`src/assert_macros.svh`:
```
// Assertion macros shared by the sampler RTL.
// Each macro expects signals named clk and rst_n in the including module.
`ifndef ASSERT_MACROS_SVH
`define ASSERT_MACROS_SVH

// Condition must hold at every clock edge outside reset
`define NRS_ASSERT_ALWAYS(lbl, cond, msg) \
    lbl: assert property (@(posedge clk) disable iff (!rst_n) (cond)) else $error(msg);

// Antecedent in a cycle implies the consequent in the same cycle
`define NRS_ASSERT_IMPLIES(lbl, ante, cons, msg) \
    lbl: assert property (@(posedge clk) disable iff (!rst_n) (ante) |-> (cons)) \
        else $error(msg);

// Antecedent in a cycle implies the consequent in the next cycle
`define NRS_ASSERT_NEXT(lbl, ante, cons, msg) \
    lbl: assert property (@(posedge clk) disable iff (!rst_n) (ante) |=> (cons)) \
        else $error(msg);

`endif

```
`src/nrs_pkg.sv`:
```
// Shared types and constants for the rejection sampler.
// No dependencies; imported by every sampler module.
`default_nettype none

package nrs_pkg;

    localparam int unsigned CAND_W    = 12;
    localparam int unsigned MOD_W     = 13;
    localparam int unsigned IDX_W     = 8;
    localparam int unsigned PAD_W     = 9;
    localparam int unsigned IN_DATA_W = 24;
    localparam int unsigned OUT_DATA_W = 32;
    localparam int unsigned APB_ADDR_W = 3;
    localparam int unsigned APB_DATA_W = 32;

    localparam logic [3:0]       NIBBLE_MASK   = 4'hF;
    localparam logic [MOD_W-1:0] MODULUS_RESET = 13'd3329;

    // Register word index taken from paddr[2]
    localparam logic REG_MODULUS = 1'b0;

    // One classified byte group handed from front to back
    typedef struct packed {
        logic [CAND_W-1:0] cand_lo;
        logic [CAND_W-1:0] cand_hi;
        logic              acc_lo;
        logic              acc_hi;
        logic              final_group;
    } nrs_entry_t;

endpackage

`default_nettype wire

```
`src/ntt_rejection_sampler.sv`:
```
// Rejection sampler for NTT-domain polynomial coefficients.
//
// Input stream s_axis_*: one three-byte XOF group per item, tlast marks the
// final group of a polynomial. Output stream m_axis_*: one result per item,
// either an accepted coefficient with its index or, on a final group that
// leaves the polynomial short, a padding report giving the first padded index
// and how many zeros follow; tlast flags the result that completes a polynomial.
// APB port: register 0 (address 0) holds the 13-bit acceptance modulus.
// Accepted groups are stored in the queue; their results are then registered.
// Throughput: one group per cycle while each group yields at most one result
// and the receiver is ready. The back end drains one result per cycle through
// its output register while m_axis_tready is high, so a group with two or three
// results holds it until all are out, buffered by a two-entry queue before it.
// Reset: modulus returns to 3329, the coefficient count to zero, queue empties.
// Receiver stall: the output register holds, the back end stops, the queue
// fills, then s_axis_tready drops.
// Depends on nrs_pkg, nrs_front, nrs_queue and nrs_back.
`default_nettype none

module ntt_rejection_sampler #(
    parameter int unsigned COEFFS_PER_POLY = 256
) (
    input  wire logic                            clk,
    input  wire logic                            rst_n,
    // [7:0] byte_lo, [15:8] byte_mid, [23:16] byte_hi
    input  wire logic [nrs_pkg::IN_DATA_W-1:0]   s_axis_tdata,
    input  wire logic                            s_axis_tvalid,
    input  wire logic                            s_axis_tlast,
    output logic                                 s_axis_tready,
    // [11:0] coefficient, [19:12] coeff_index, [28:20] pad_zeros, [31:29] zero
    output logic [nrs_pkg::OUT_DATA_W-1:0]       m_axis_tdata,
    output logic                                 m_axis_tvalid,
    output logic                                 m_axis_tlast,
    input  wire logic                            m_axis_tready,
    input  wire logic                            psel,
    input  wire logic                            penable,
    input  wire logic                            pwrite,
    input  wire logic [nrs_pkg::APB_ADDR_W-1:0]  paddr,
    input  wire logic [nrs_pkg::APB_DATA_W-1:0]  pwdata,
    output logic [nrs_pkg::APB_DATA_W-1:0]       prdata,
    output logic                                 pready
);
    import nrs_pkg::*;

    logic [MOD_W-1:0] modulus_reg;
    logic [MOD_W-1:0] modulus_next;
    logic             cfg_write;
    logic             push;
    logic             pop;
    logic             queue_full;
    logic             head_valid;
    nrs_entry_t       push_entry;
    nrs_entry_t       head_entry;

    // Configuration register
    assign pready    = 1'b1;
    assign cfg_write = psel && penable && pwrite && pready;

    always_comb
    begin
        modulus_next = modulus_reg;
        if (cfg_write && (paddr[2] == REG_MODULUS))
        begin
            modulus_next = pwdata[MOD_W-1:0];
        end
        prdata = '0;
        if (paddr[2] == REG_MODULUS)
        begin
            prdata = APB_DATA_W'(modulus_reg);
        end
    end

    always_ff @(posedge clk or negedge rst_n)
    begin
        if (!rst_n)
        begin
            modulus_reg <= MODULUS_RESET;
        end
        else
        begin
            modulus_reg <= modulus_next;
        end
    end

    nrs_front u_front (
        .s_axis_tdata  (s_axis_tdata),
        .s_axis_tvalid (s_axis_tvalid),
        .s_axis_tlast  (s_axis_tlast),
        .s_axis_tready (s_axis_tready),
        .modulus       (modulus_reg),
        .queue_full    (queue_full),
        .push          (push),
        .entry         (push_entry)
    );

    nrs_queue u_queue (
        .clk        (clk),
        .rst_n      (rst_n),
        .push       (push),
        .push_entry (push_entry),
        .pop        (pop),
        .full       (queue_full),
        .head_valid (head_valid),
        .head_entry (head_entry)
    );

    nrs_back #(
        .COEFFS_PER_POLY (COEFFS_PER_POLY)
    ) u_back (
        .clk           (clk),
        .rst_n         (rst_n),
        .head_valid    (head_valid),
        .head_entry    (head_entry),
        .pop           (pop),
        .m_axis_tdata  (m_axis_tdata),
        .m_axis_tvalid (m_axis_tvalid),
        .m_axis_tlast  (m_axis_tlast),
        .m_axis_tready (m_axis_tready)
    );

endmodule

`default_nettype wire

```
`src/nrs_front.sv`:
```
// Front end: splits a byte group into two candidates and tests each against the modulus.
// Depends on nrs_pkg.
`default_nettype none

module nrs_front (
    input  wire logic [nrs_pkg::IN_DATA_W-1:0] s_axis_tdata,
    input  wire logic                          s_axis_tvalid,
    input  wire logic                          s_axis_tlast,
    output logic                               s_axis_tready,
    input  wire logic [nrs_pkg::MOD_W-1:0]     modulus,
    input  wire logic                          queue_full,
    output logic                               push,
    output nrs_pkg::nrs_entry_t                entry
);
    import nrs_pkg::*;

    logic [7:0] byte_lo;
    logic [7:0] byte_mid;
    logic [7:0] byte_hi;

    // Unpack the group
    assign byte_lo  = s_axis_tdata[7:0];
    assign byte_mid = s_axis_tdata[15:8];
    assign byte_hi  = s_axis_tdata[23:16];

    // Build the candidates and classify them
    always_comb
    begin
        entry.cand_lo     = {byte_mid[3:0] & NIBBLE_MASK, byte_lo};
        entry.cand_hi     = {byte_hi, byte_mid[7:4]};
        entry.acc_lo      = {1'b0, entry.cand_lo} < modulus;
        entry.acc_hi      = {1'b0, entry.cand_hi} < modulus;
        entry.final_group = s_axis_tlast;
    end

    // Accept whenever the queue has space
    assign s_axis_tready = !queue_full;
    assign push          = s_axis_tvalid && !queue_full;

endmodule

`default_nettype wire

```
`src/nrs_queue.sv`:
```
// Two-entry queue of classified groups between front and back.
// Depends on nrs_pkg and assert_macros.svh.
`default_nettype none
`include "assert_macros.svh"

module nrs_queue (
    input  wire logic                clk,
    input  wire logic                rst_n,
    input  wire logic                push,
    input  wire nrs_pkg::nrs_entry_t push_entry,
    input  wire logic                pop,
    output logic                     full,
    output logic                     head_valid,
    output nrs_pkg::nrs_entry_t      head_entry
);
    import nrs_pkg::*;

    nrs_entry_t  slots_reg [2];
    logic        wr_ptr_reg;
    logic        wr_ptr_next;
    logic        rd_ptr_reg;
    logic        rd_ptr_next;
    logic [1:0]  count_reg;
    logic [1:0]  count_next;

    // Store pushed entries
    always_ff @(posedge clk)
    begin
        if (push)
        begin
            slots_reg[wr_ptr_reg] <= push_entry;
        end
    end

    // Advance pointers and count
    always_comb
    begin
        wr_ptr_next = push ? !wr_ptr_reg : wr_ptr_reg;
        rd_ptr_next = pop ? !rd_ptr_reg : rd_ptr_reg;
        count_next  = count_reg + {1'b0, push} - {1'b0, pop};
    end

    always_ff @(posedge clk or negedge rst_n)
    begin
        if (!rst_n)
        begin
            wr_ptr_reg <= 1'b0;
            rd_ptr_reg <= 1'b0;
            count_reg  <= 2'd0;
        end
        else
        begin
            wr_ptr_reg <= wr_ptr_next;
            rd_ptr_reg <= rd_ptr_next;
            count_reg  <= count_next;
        end
    end

    assign full       = count_reg == 2'd2;
    assign head_valid = count_reg != 2'd0;
    assign head_entry = slots_reg[rd_ptr_reg];

    `NRS_ASSERT_IMPLIES(a_no_underflow, pop, count_reg != 2'd0, "queue popped while empty")
    `NRS_ASSERT_IMPLIES(a_no_overflow, push, count_reg != 2'd2, "queue pushed while full")

endmodule

`default_nettype wire

```
`src/nrs_back.sv`:
```
// Back end: walks each queued group, numbers accepted coefficients, emits padding reports.
// Depends on nrs_pkg and assert_macros.svh.
`default_nettype none
`include "assert_macros.svh"

module nrs_back #(
    parameter int unsigned COEFFS_PER_POLY = 256
) (
    input  wire logic                           clk,
    input  wire logic                           rst_n,
    input  wire logic                           head_valid,
    input  wire nrs_pkg::nrs_entry_t            head_entry,
    output logic                                pop,
    output logic [nrs_pkg::OUT_DATA_W-1:0]      m_axis_tdata,
    output logic                                m_axis_tvalid,
    output logic                                m_axis_tlast,
    input  wire logic                           m_axis_tready
);
    import nrs_pkg::*;

    localparam int unsigned CW = $clog2(COEFFS_PER_POLY + 1);
    localparam logic [CW-1:0] N_C = CW'(COEFFS_PER_POLY);

    // Next result slot of the head group
    typedef enum logic [2:0] {
        SLOT_D1  = 3'b001,
        SLOT_D2  = 3'b010,
        SLOT_PAD = 3'b100
    } slot_t;

    slot_t             slot_reg;
    slot_t             slot_next;
    logic [CW-1:0]     fc_reg;
    logic [CW-1:0]     fc_next;
    logic [CW-1:0]     fc_plus;
    logic [31:0]       fc_wide;
    logic [31:0]       pad_wide;
    logic              has_room;
    logic              room_after;
    logic              c_lo;
    logic              c_hi;
    logic              c_pad;
    logic              any_result;
    logic              more;
    logic              out_free;
    logic              emit;
    logic              emit_coef;
    logic [CAND_W-1:0] res_coef;
    logic [PAD_W-1:0]  res_pad;
    logic              res_last;
    logic              out_valid_reg;
    logic [OUT_DATA_W-1:0] out_data_reg;
    logic              out_last_reg;

    // Room checks on the current count
    always_comb
    begin
        fc_plus    = fc_reg + CW'(1);
        has_room   = fc_reg < N_C;
        room_after = fc_plus < N_C;
        fc_wide    = 32'(fc_reg);
        pad_wide   = 32'(N_C - fc_reg);
    end

    // Pick the first pending result of the head group
    always_comb
    begin
        c_lo  = (slot_reg == SLOT_D1) && head_entry.acc_lo && has_room;
        c_hi  = ((slot_reg == SLOT_D1) || (slot_reg == SLOT_D2))
                && head_entry.acc_hi && has_room;
        c_pad = head_entry.final_group && has_room;
        any_result = head_valid && (c_lo || c_hi || c_pad);

        res_coef  = '0;
        res_pad   = '0;
        res_last  = 1'b0;
        emit_coef = 1'b0;
        more      = 1'b0;
        slot_next = slot_reg;
        if (c_lo)
        begin
            res_coef  = head_entry.cand_lo;
            res_last  = fc_plus == N_C;
            emit_coef = 1'b1;
            more      = room_after && (head_entry.acc_hi || head_entry.final_group);
            slot_next = SLOT_D2;
        end
        else if (c_hi)
        begin
            res_coef  = head_entry.cand_hi;
            res_last  = fc_plus == N_C;
            emit_coef = 1'b1;
            more      = room_after && head_entry.final_group;
            slot_next = SLOT_PAD;
        end
        else
        begin
            res_pad  = pad_wide[PAD_W-1:0];
            res_last = 1'b1;
        end

        out_free = !out_valid_reg || m_axis_tready;
        emit     = any_result && out_free;
        pop      = head_valid && (!any_result || (out_free && !more));

        // Update the count and slot
        fc_next = fc_reg;
        if (pop)
        begin
            slot_next = SLOT_D1;
            if (head_entry.final_group)
            begin
                fc_next = '0;
            end
            else if (emit && emit_coef)
            begin
                fc_next = fc_plus;
            end
        end
        else
        begin
            if (emit && emit_coef)
            begin
                fc_next = fc_plus;
            end
            if (!emit)
            begin
                slot_next = slot_reg;
            end
        end
    end

    always_ff @(posedge clk or negedge rst_n)
    begin
        if (!rst_n)
        begin
            slot_reg      <= SLOT_D1;
            fc_reg        <= '0;
            out_valid_reg <= 1'b0;
        end
        else
        begin
            slot_reg <= slot_next;
            fc_reg   <= fc_next;
            if (emit)
            begin
                out_valid_reg <= 1'b1;
            end
            else if (m_axis_tready)
            begin
                out_valid_reg <= 1'b0;
            end
        end
    end

    // Load the output register
    always_ff @(posedge clk)
    begin
        if (emit)
        begin
            out_data_reg <= {3'b000, res_pad, fc_wide[IDX_W-1:0], res_coef};
            out_last_reg <= res_last;
        end
    end

    assign m_axis_tvalid = out_valid_reg;
    assign m_axis_tdata  = out_data_reg;
    assign m_axis_tlast  = out_last_reg;

    `NRS_ASSERT_ALWAYS(a_count_bound, fc_reg <= N_C, "coefficient count above polynomial size")
    `NRS_ASSERT_IMPLIES(a_pad_is_last,
        m_axis_tvalid && (m_axis_tdata[28:20] != 9'd0), m_axis_tlast,
        "padding report without last")
    `NRS_ASSERT_NEXT(a_pop_resets_slot, pop, slot_reg == SLOT_D1,
        "slot not rewound after group retired")

endmodule

`default_nettype wire
```
`config.mk`:
```
export PLATFORM = sky130hd
export DESIGN_NAME = ntt_rejection_sampler
export DESIGN_NICKNAME = d
export VERILOG_FILES = /design/src/nrs_pkg.sv /design/src/ntt_rejection_sampler.sv /design/src/nrs_front.sv /design/src/nrs_queue.sv /design/src/nrs_back.sv
export VERILOG_INCLUDE_DIRS = /design/src /design/src/src
export SDC_FILE = /design/constraint.sdc
export NUM_CORES = 1
export LEC_CHECK = 0
export BUFFER_PORTS_ARGS = -buffer_cell sky130_fd_sc_hd__buf_2
export CORE_ASPECT_RATIO = 1.1
export CORE_MARGIN = 5
export CORE_UTILIZATION = 54
export DETAILED_ROUTE_END_ITERATION = 8
export PLACE_DENSITY_LB_ADDON = 0.05
export REMOVE_ABC_BUFFERS = 1
export SYNTH_ARGS = -nofsm -noshare
export SYNTH_HDL_FRONTEND = slang
export SYNTH_HIERARCHICAL = 1
export SYNTH_SLANG_ARGS = --single-unit
```
`constraint.sdc`:
```
create_clock -name clk -period 4.2 [get_ports clk]
set_input_delay 0.42 -clock clk [delete_from_list [all_inputs] [get_ports clk]]
set_output_delay 0.42 -clock clk [all_outputs]
set_load 0.1 [all_outputs]
```
==> impl_metrics.json <==
{
  "cp.arrival_ns": 3.56,
  "port_buffers": 90,
  "synth_warnings": 6,
  "path_cells": "or4_4, nor3_1, ha_1, nor4_4, buf_4, o311ai_1, buf_4, ha_1, inv_1, ha_1, xor3_1",
  "die_y_um": 119.7,
  "clk_path_buf_depth": 2,
  "wl_mm": 10.46,
  "slew_violations": 0,
  "finClkSkew_ns": 0.006754,
  "syn_area_sq_um": 5912,
  "gp_congestion": 0.8023,
  "cts_tree": "built",
  "cp-end-kind": "register",
  "worstSkewPairLatency_ns": 0.40,
  "worst_pin_slew_ns": 0.7146,
  "period_minus_slack_ns": 3.291,
  "r2r-end": "u_queue/count_reg[1]",
  "core_sq_um": 10810,
  "io_pins": 135,
  "row_count": 40,
  "crit_buf_inv": 3,
  "dr.pass1.iters": 4,
  "ys.flop_type": "edfxtp_1",
  "slew_headroom": 0.5236,
  "die_area_sq_um": 13140,
  "setup_tns_ns": 0,
  "wl_per_cell_um": 15.66,
  "worstPathRequired_ns": 4.47,
  "grt_use_total": 0.1696,
  "ctsHoldBuffers": 0,
  "ys_types": 58,
  "yosysSeqAreaShare": 0.5547,
  "max_freq_mhz": 303.9,
  "reg2reg_depth": 11,
  "dr.first_iter.drc_count": 106,
  "antenna_found_initial": 0,
  "area.growth.synth_to_final_pct": 16.06,
  "max_stage_delay_ns": 0.62,
  "avgSynthCellArea_sq_um": 13.62,
  "r2r_setup_slack_ns": 0.91,
  "crit_family": "simple AND/OR/NAND/NOR gates",
  "hold_viol": 0,
  "synthArstFlopShare": 0.2632,
  "grt_start_max_net_pins": 31,
  "largest_register_ffs": 54,
  "path_clk_slew_ns": 0.05,
  "grt_pass1_wl_mm": 17.08,
  "rr_startpoint": "u_back/fc_reg[5]",
  "drtAntennaViolNets": 0,
  "antenna_cells": 0,
  "clkSinkCount": 114,
  "overflow": 0,
  "post_cts.repair.setup_buffers": 0,
  "place_hpwl_mm": 7.411,
  "post_cts_resized": 0,
  "rsz0062_at_grt": "false",
  "grt_pass1_vias": 3642,
  "die_w_um": 109.8,
  "worst_path_most_repeated_cell": "ha_1",
  "fin_crit_sh": 0.7835,
  "clockRootBuffer": "clkbuf_16",
  "path_class": "reg2reg",
  "ys_ff_latch": 114,
  "cp_max_fo": 13,
  "status": "completed",
  "setup_violations": 0,
  "route.detailed.drc": 0,
  "start_util": 0.5469,
  "via_per_inst": 5.133,
  "cp_slowest_cell": "or4_4",
  "hold_class": "in2async",
  "startpoint_type": "register",
  "cts_buffers": 17,
  "drive_above_1_share": 0.3608,
  "synth_edf_count": 84,
  "synthCells": 434,
  "htree_levels": 4,
  "vias": 3429,
  "cap_violations": 0,
  "nets": 602
}
-- worst max path at each step --
stage,start,to,slack (ns),depth (start not counted)
after global placement,u_back/fc_reg[5],u_queue/count_reg[1],0.93,11
final,u_back/fc_reg[5],u_queue/count_reg[1],0.91,11
after floorplan,u_queue/rd_ptr_reg,u_queue/count_reg[1],0.08,9
after CTS,u_back/fc_reg[5],u_queue/count_reg[1],0.89,11
after global routing,u_back/fc_reg[3],u_queue/count_reg[1],0.66,11
after detailed placement,u_back/fc_reg[5],u_queue/count_reg[1],0.91,11
-- Yosys cell counts (2+ instances only) --
cell	number	area, sq um
edfxtp_1	84	2522
inv_1	20	75.07
nand2b_1	3	18.77
buf_6	4	45.04
o211ai_1	2	15.01
buf_12	2	40.04
nor4_1	5	31.28
nor4b_2	3	45.04
buf_2	4	20.02
mux2_2	11	123.9
buf_4	48	360.4
and2_1	4	25.02
and3_1	2	12.51
dfstp_2	5	131.4
or2_2	2	12.51
clkbuf_1	5	18.77
nor2_1	23	86.33
xnor2_1	11	96.34
nand2_1	6	22.52
a21oi_1	11	55.05
o21ai_1	3	15.01
a22o_1	12	105.1
nand3_1	6	30.03
o21ai_0	5	25.02
and2b_1	3	22.52
a21o_1	3	22.52
nand4_1	5	31.28
ha_1	27	337.8
or3_1	3	18.77
dfrtp_1	25	625.6
a211oi_1	3	22.52
xor2_1	5	43.79
nor3_1	7	35.03
mux2_4	29	435.4
conb_1	3	11.26
mux2i_1	2	20.02
nor2b_1	17	106.4
-- cell type report --
cell class	count	area, sq um
clock buffer	19	432.9
clock inverter	13	214.0
fill	868	3949
inverter	20	75.07
multi-input combinational	257	2153
sequential	114	3279
tap	147	183.9
timing repair buffer	98	523.0
-- cell usage in the layout (no fill, tap or decap), types with 11 or more instances in the layout --
cell type  count
mux2_2        11
inv_1         20
buf_2         90
a21oi_1       11
ha_1          27
a22o_1        12
edfxtp_1      84
nor2_1        22
mux2_4        29
conb_1        23
clkbuf_16     17
xnor2_1       11
nor2b_1       16
dfrtp_1       25
-- metrics by stage --
stage / instance area, sq um / std cells / setup WS (ns) / utilization / hold WS, ns
floorplan: 5503 / 391 / 0.08126 / - / 0.1244
global placement: 6215 / 636 / 0.9294 / 0.5749 / 0.4857
detailed placement: 6215 / 636 / 0.9139 / 0.5749 / 0.4952
CTS: 6862 / 668 / 0.8885 / 0.6347 / 0.08840
global route: 6862 / 668 / 0.6645 / 0.6347 / 0.1253
finish: 6862 / 668 / 0.9093 / 0.6347 / 0.07432
-- cell families (layout without fill, tap and decap cells) --
group                    Yosys count  count (layout)  synth area share
multiplexers                      42              42           0.09799
AO/OA/AOI/OAI                     51              51           0.06413
flip-flops                       114             114            0.5547
buffers and inverters             83             150           0.09460
other                              3              23          0.001905
AND/OR/NAND/NOR                   97              97            0.1018
XOR/XNOR                          17              17           0.02772
adder cells (fa/ha/maj)           27              27           0.05714
-- worst register-to-register path, delay by kind of cell (launching register included) --
kind | cells | cell delay, ns
DFF | 1 | 0.51
buffers and inverters | 3 | 0.43
and+or+nand+nor | 3 | 0.90
xor gates and xnor gates | 1 | 0.39
AOI/OAI and AO/OA | 1 | 0.27
adders and majority gates | 3 | 0.68
-- metal layers --
layer / part of all wire / vias up / GRT usage
li1: - / 1663 / -
met1: 0.41 / 1636 / 0.1951
met2: 0.51 / 115 / 0.2939
met3: 0.065 / 15 / 0.05056
met4: 0.016 / 0 / 0.06391
met5: 0 / - / 0
Power is not shown: default switching activity piles up to over one toggle a cycle in this logic, so the estimate is an artifact.
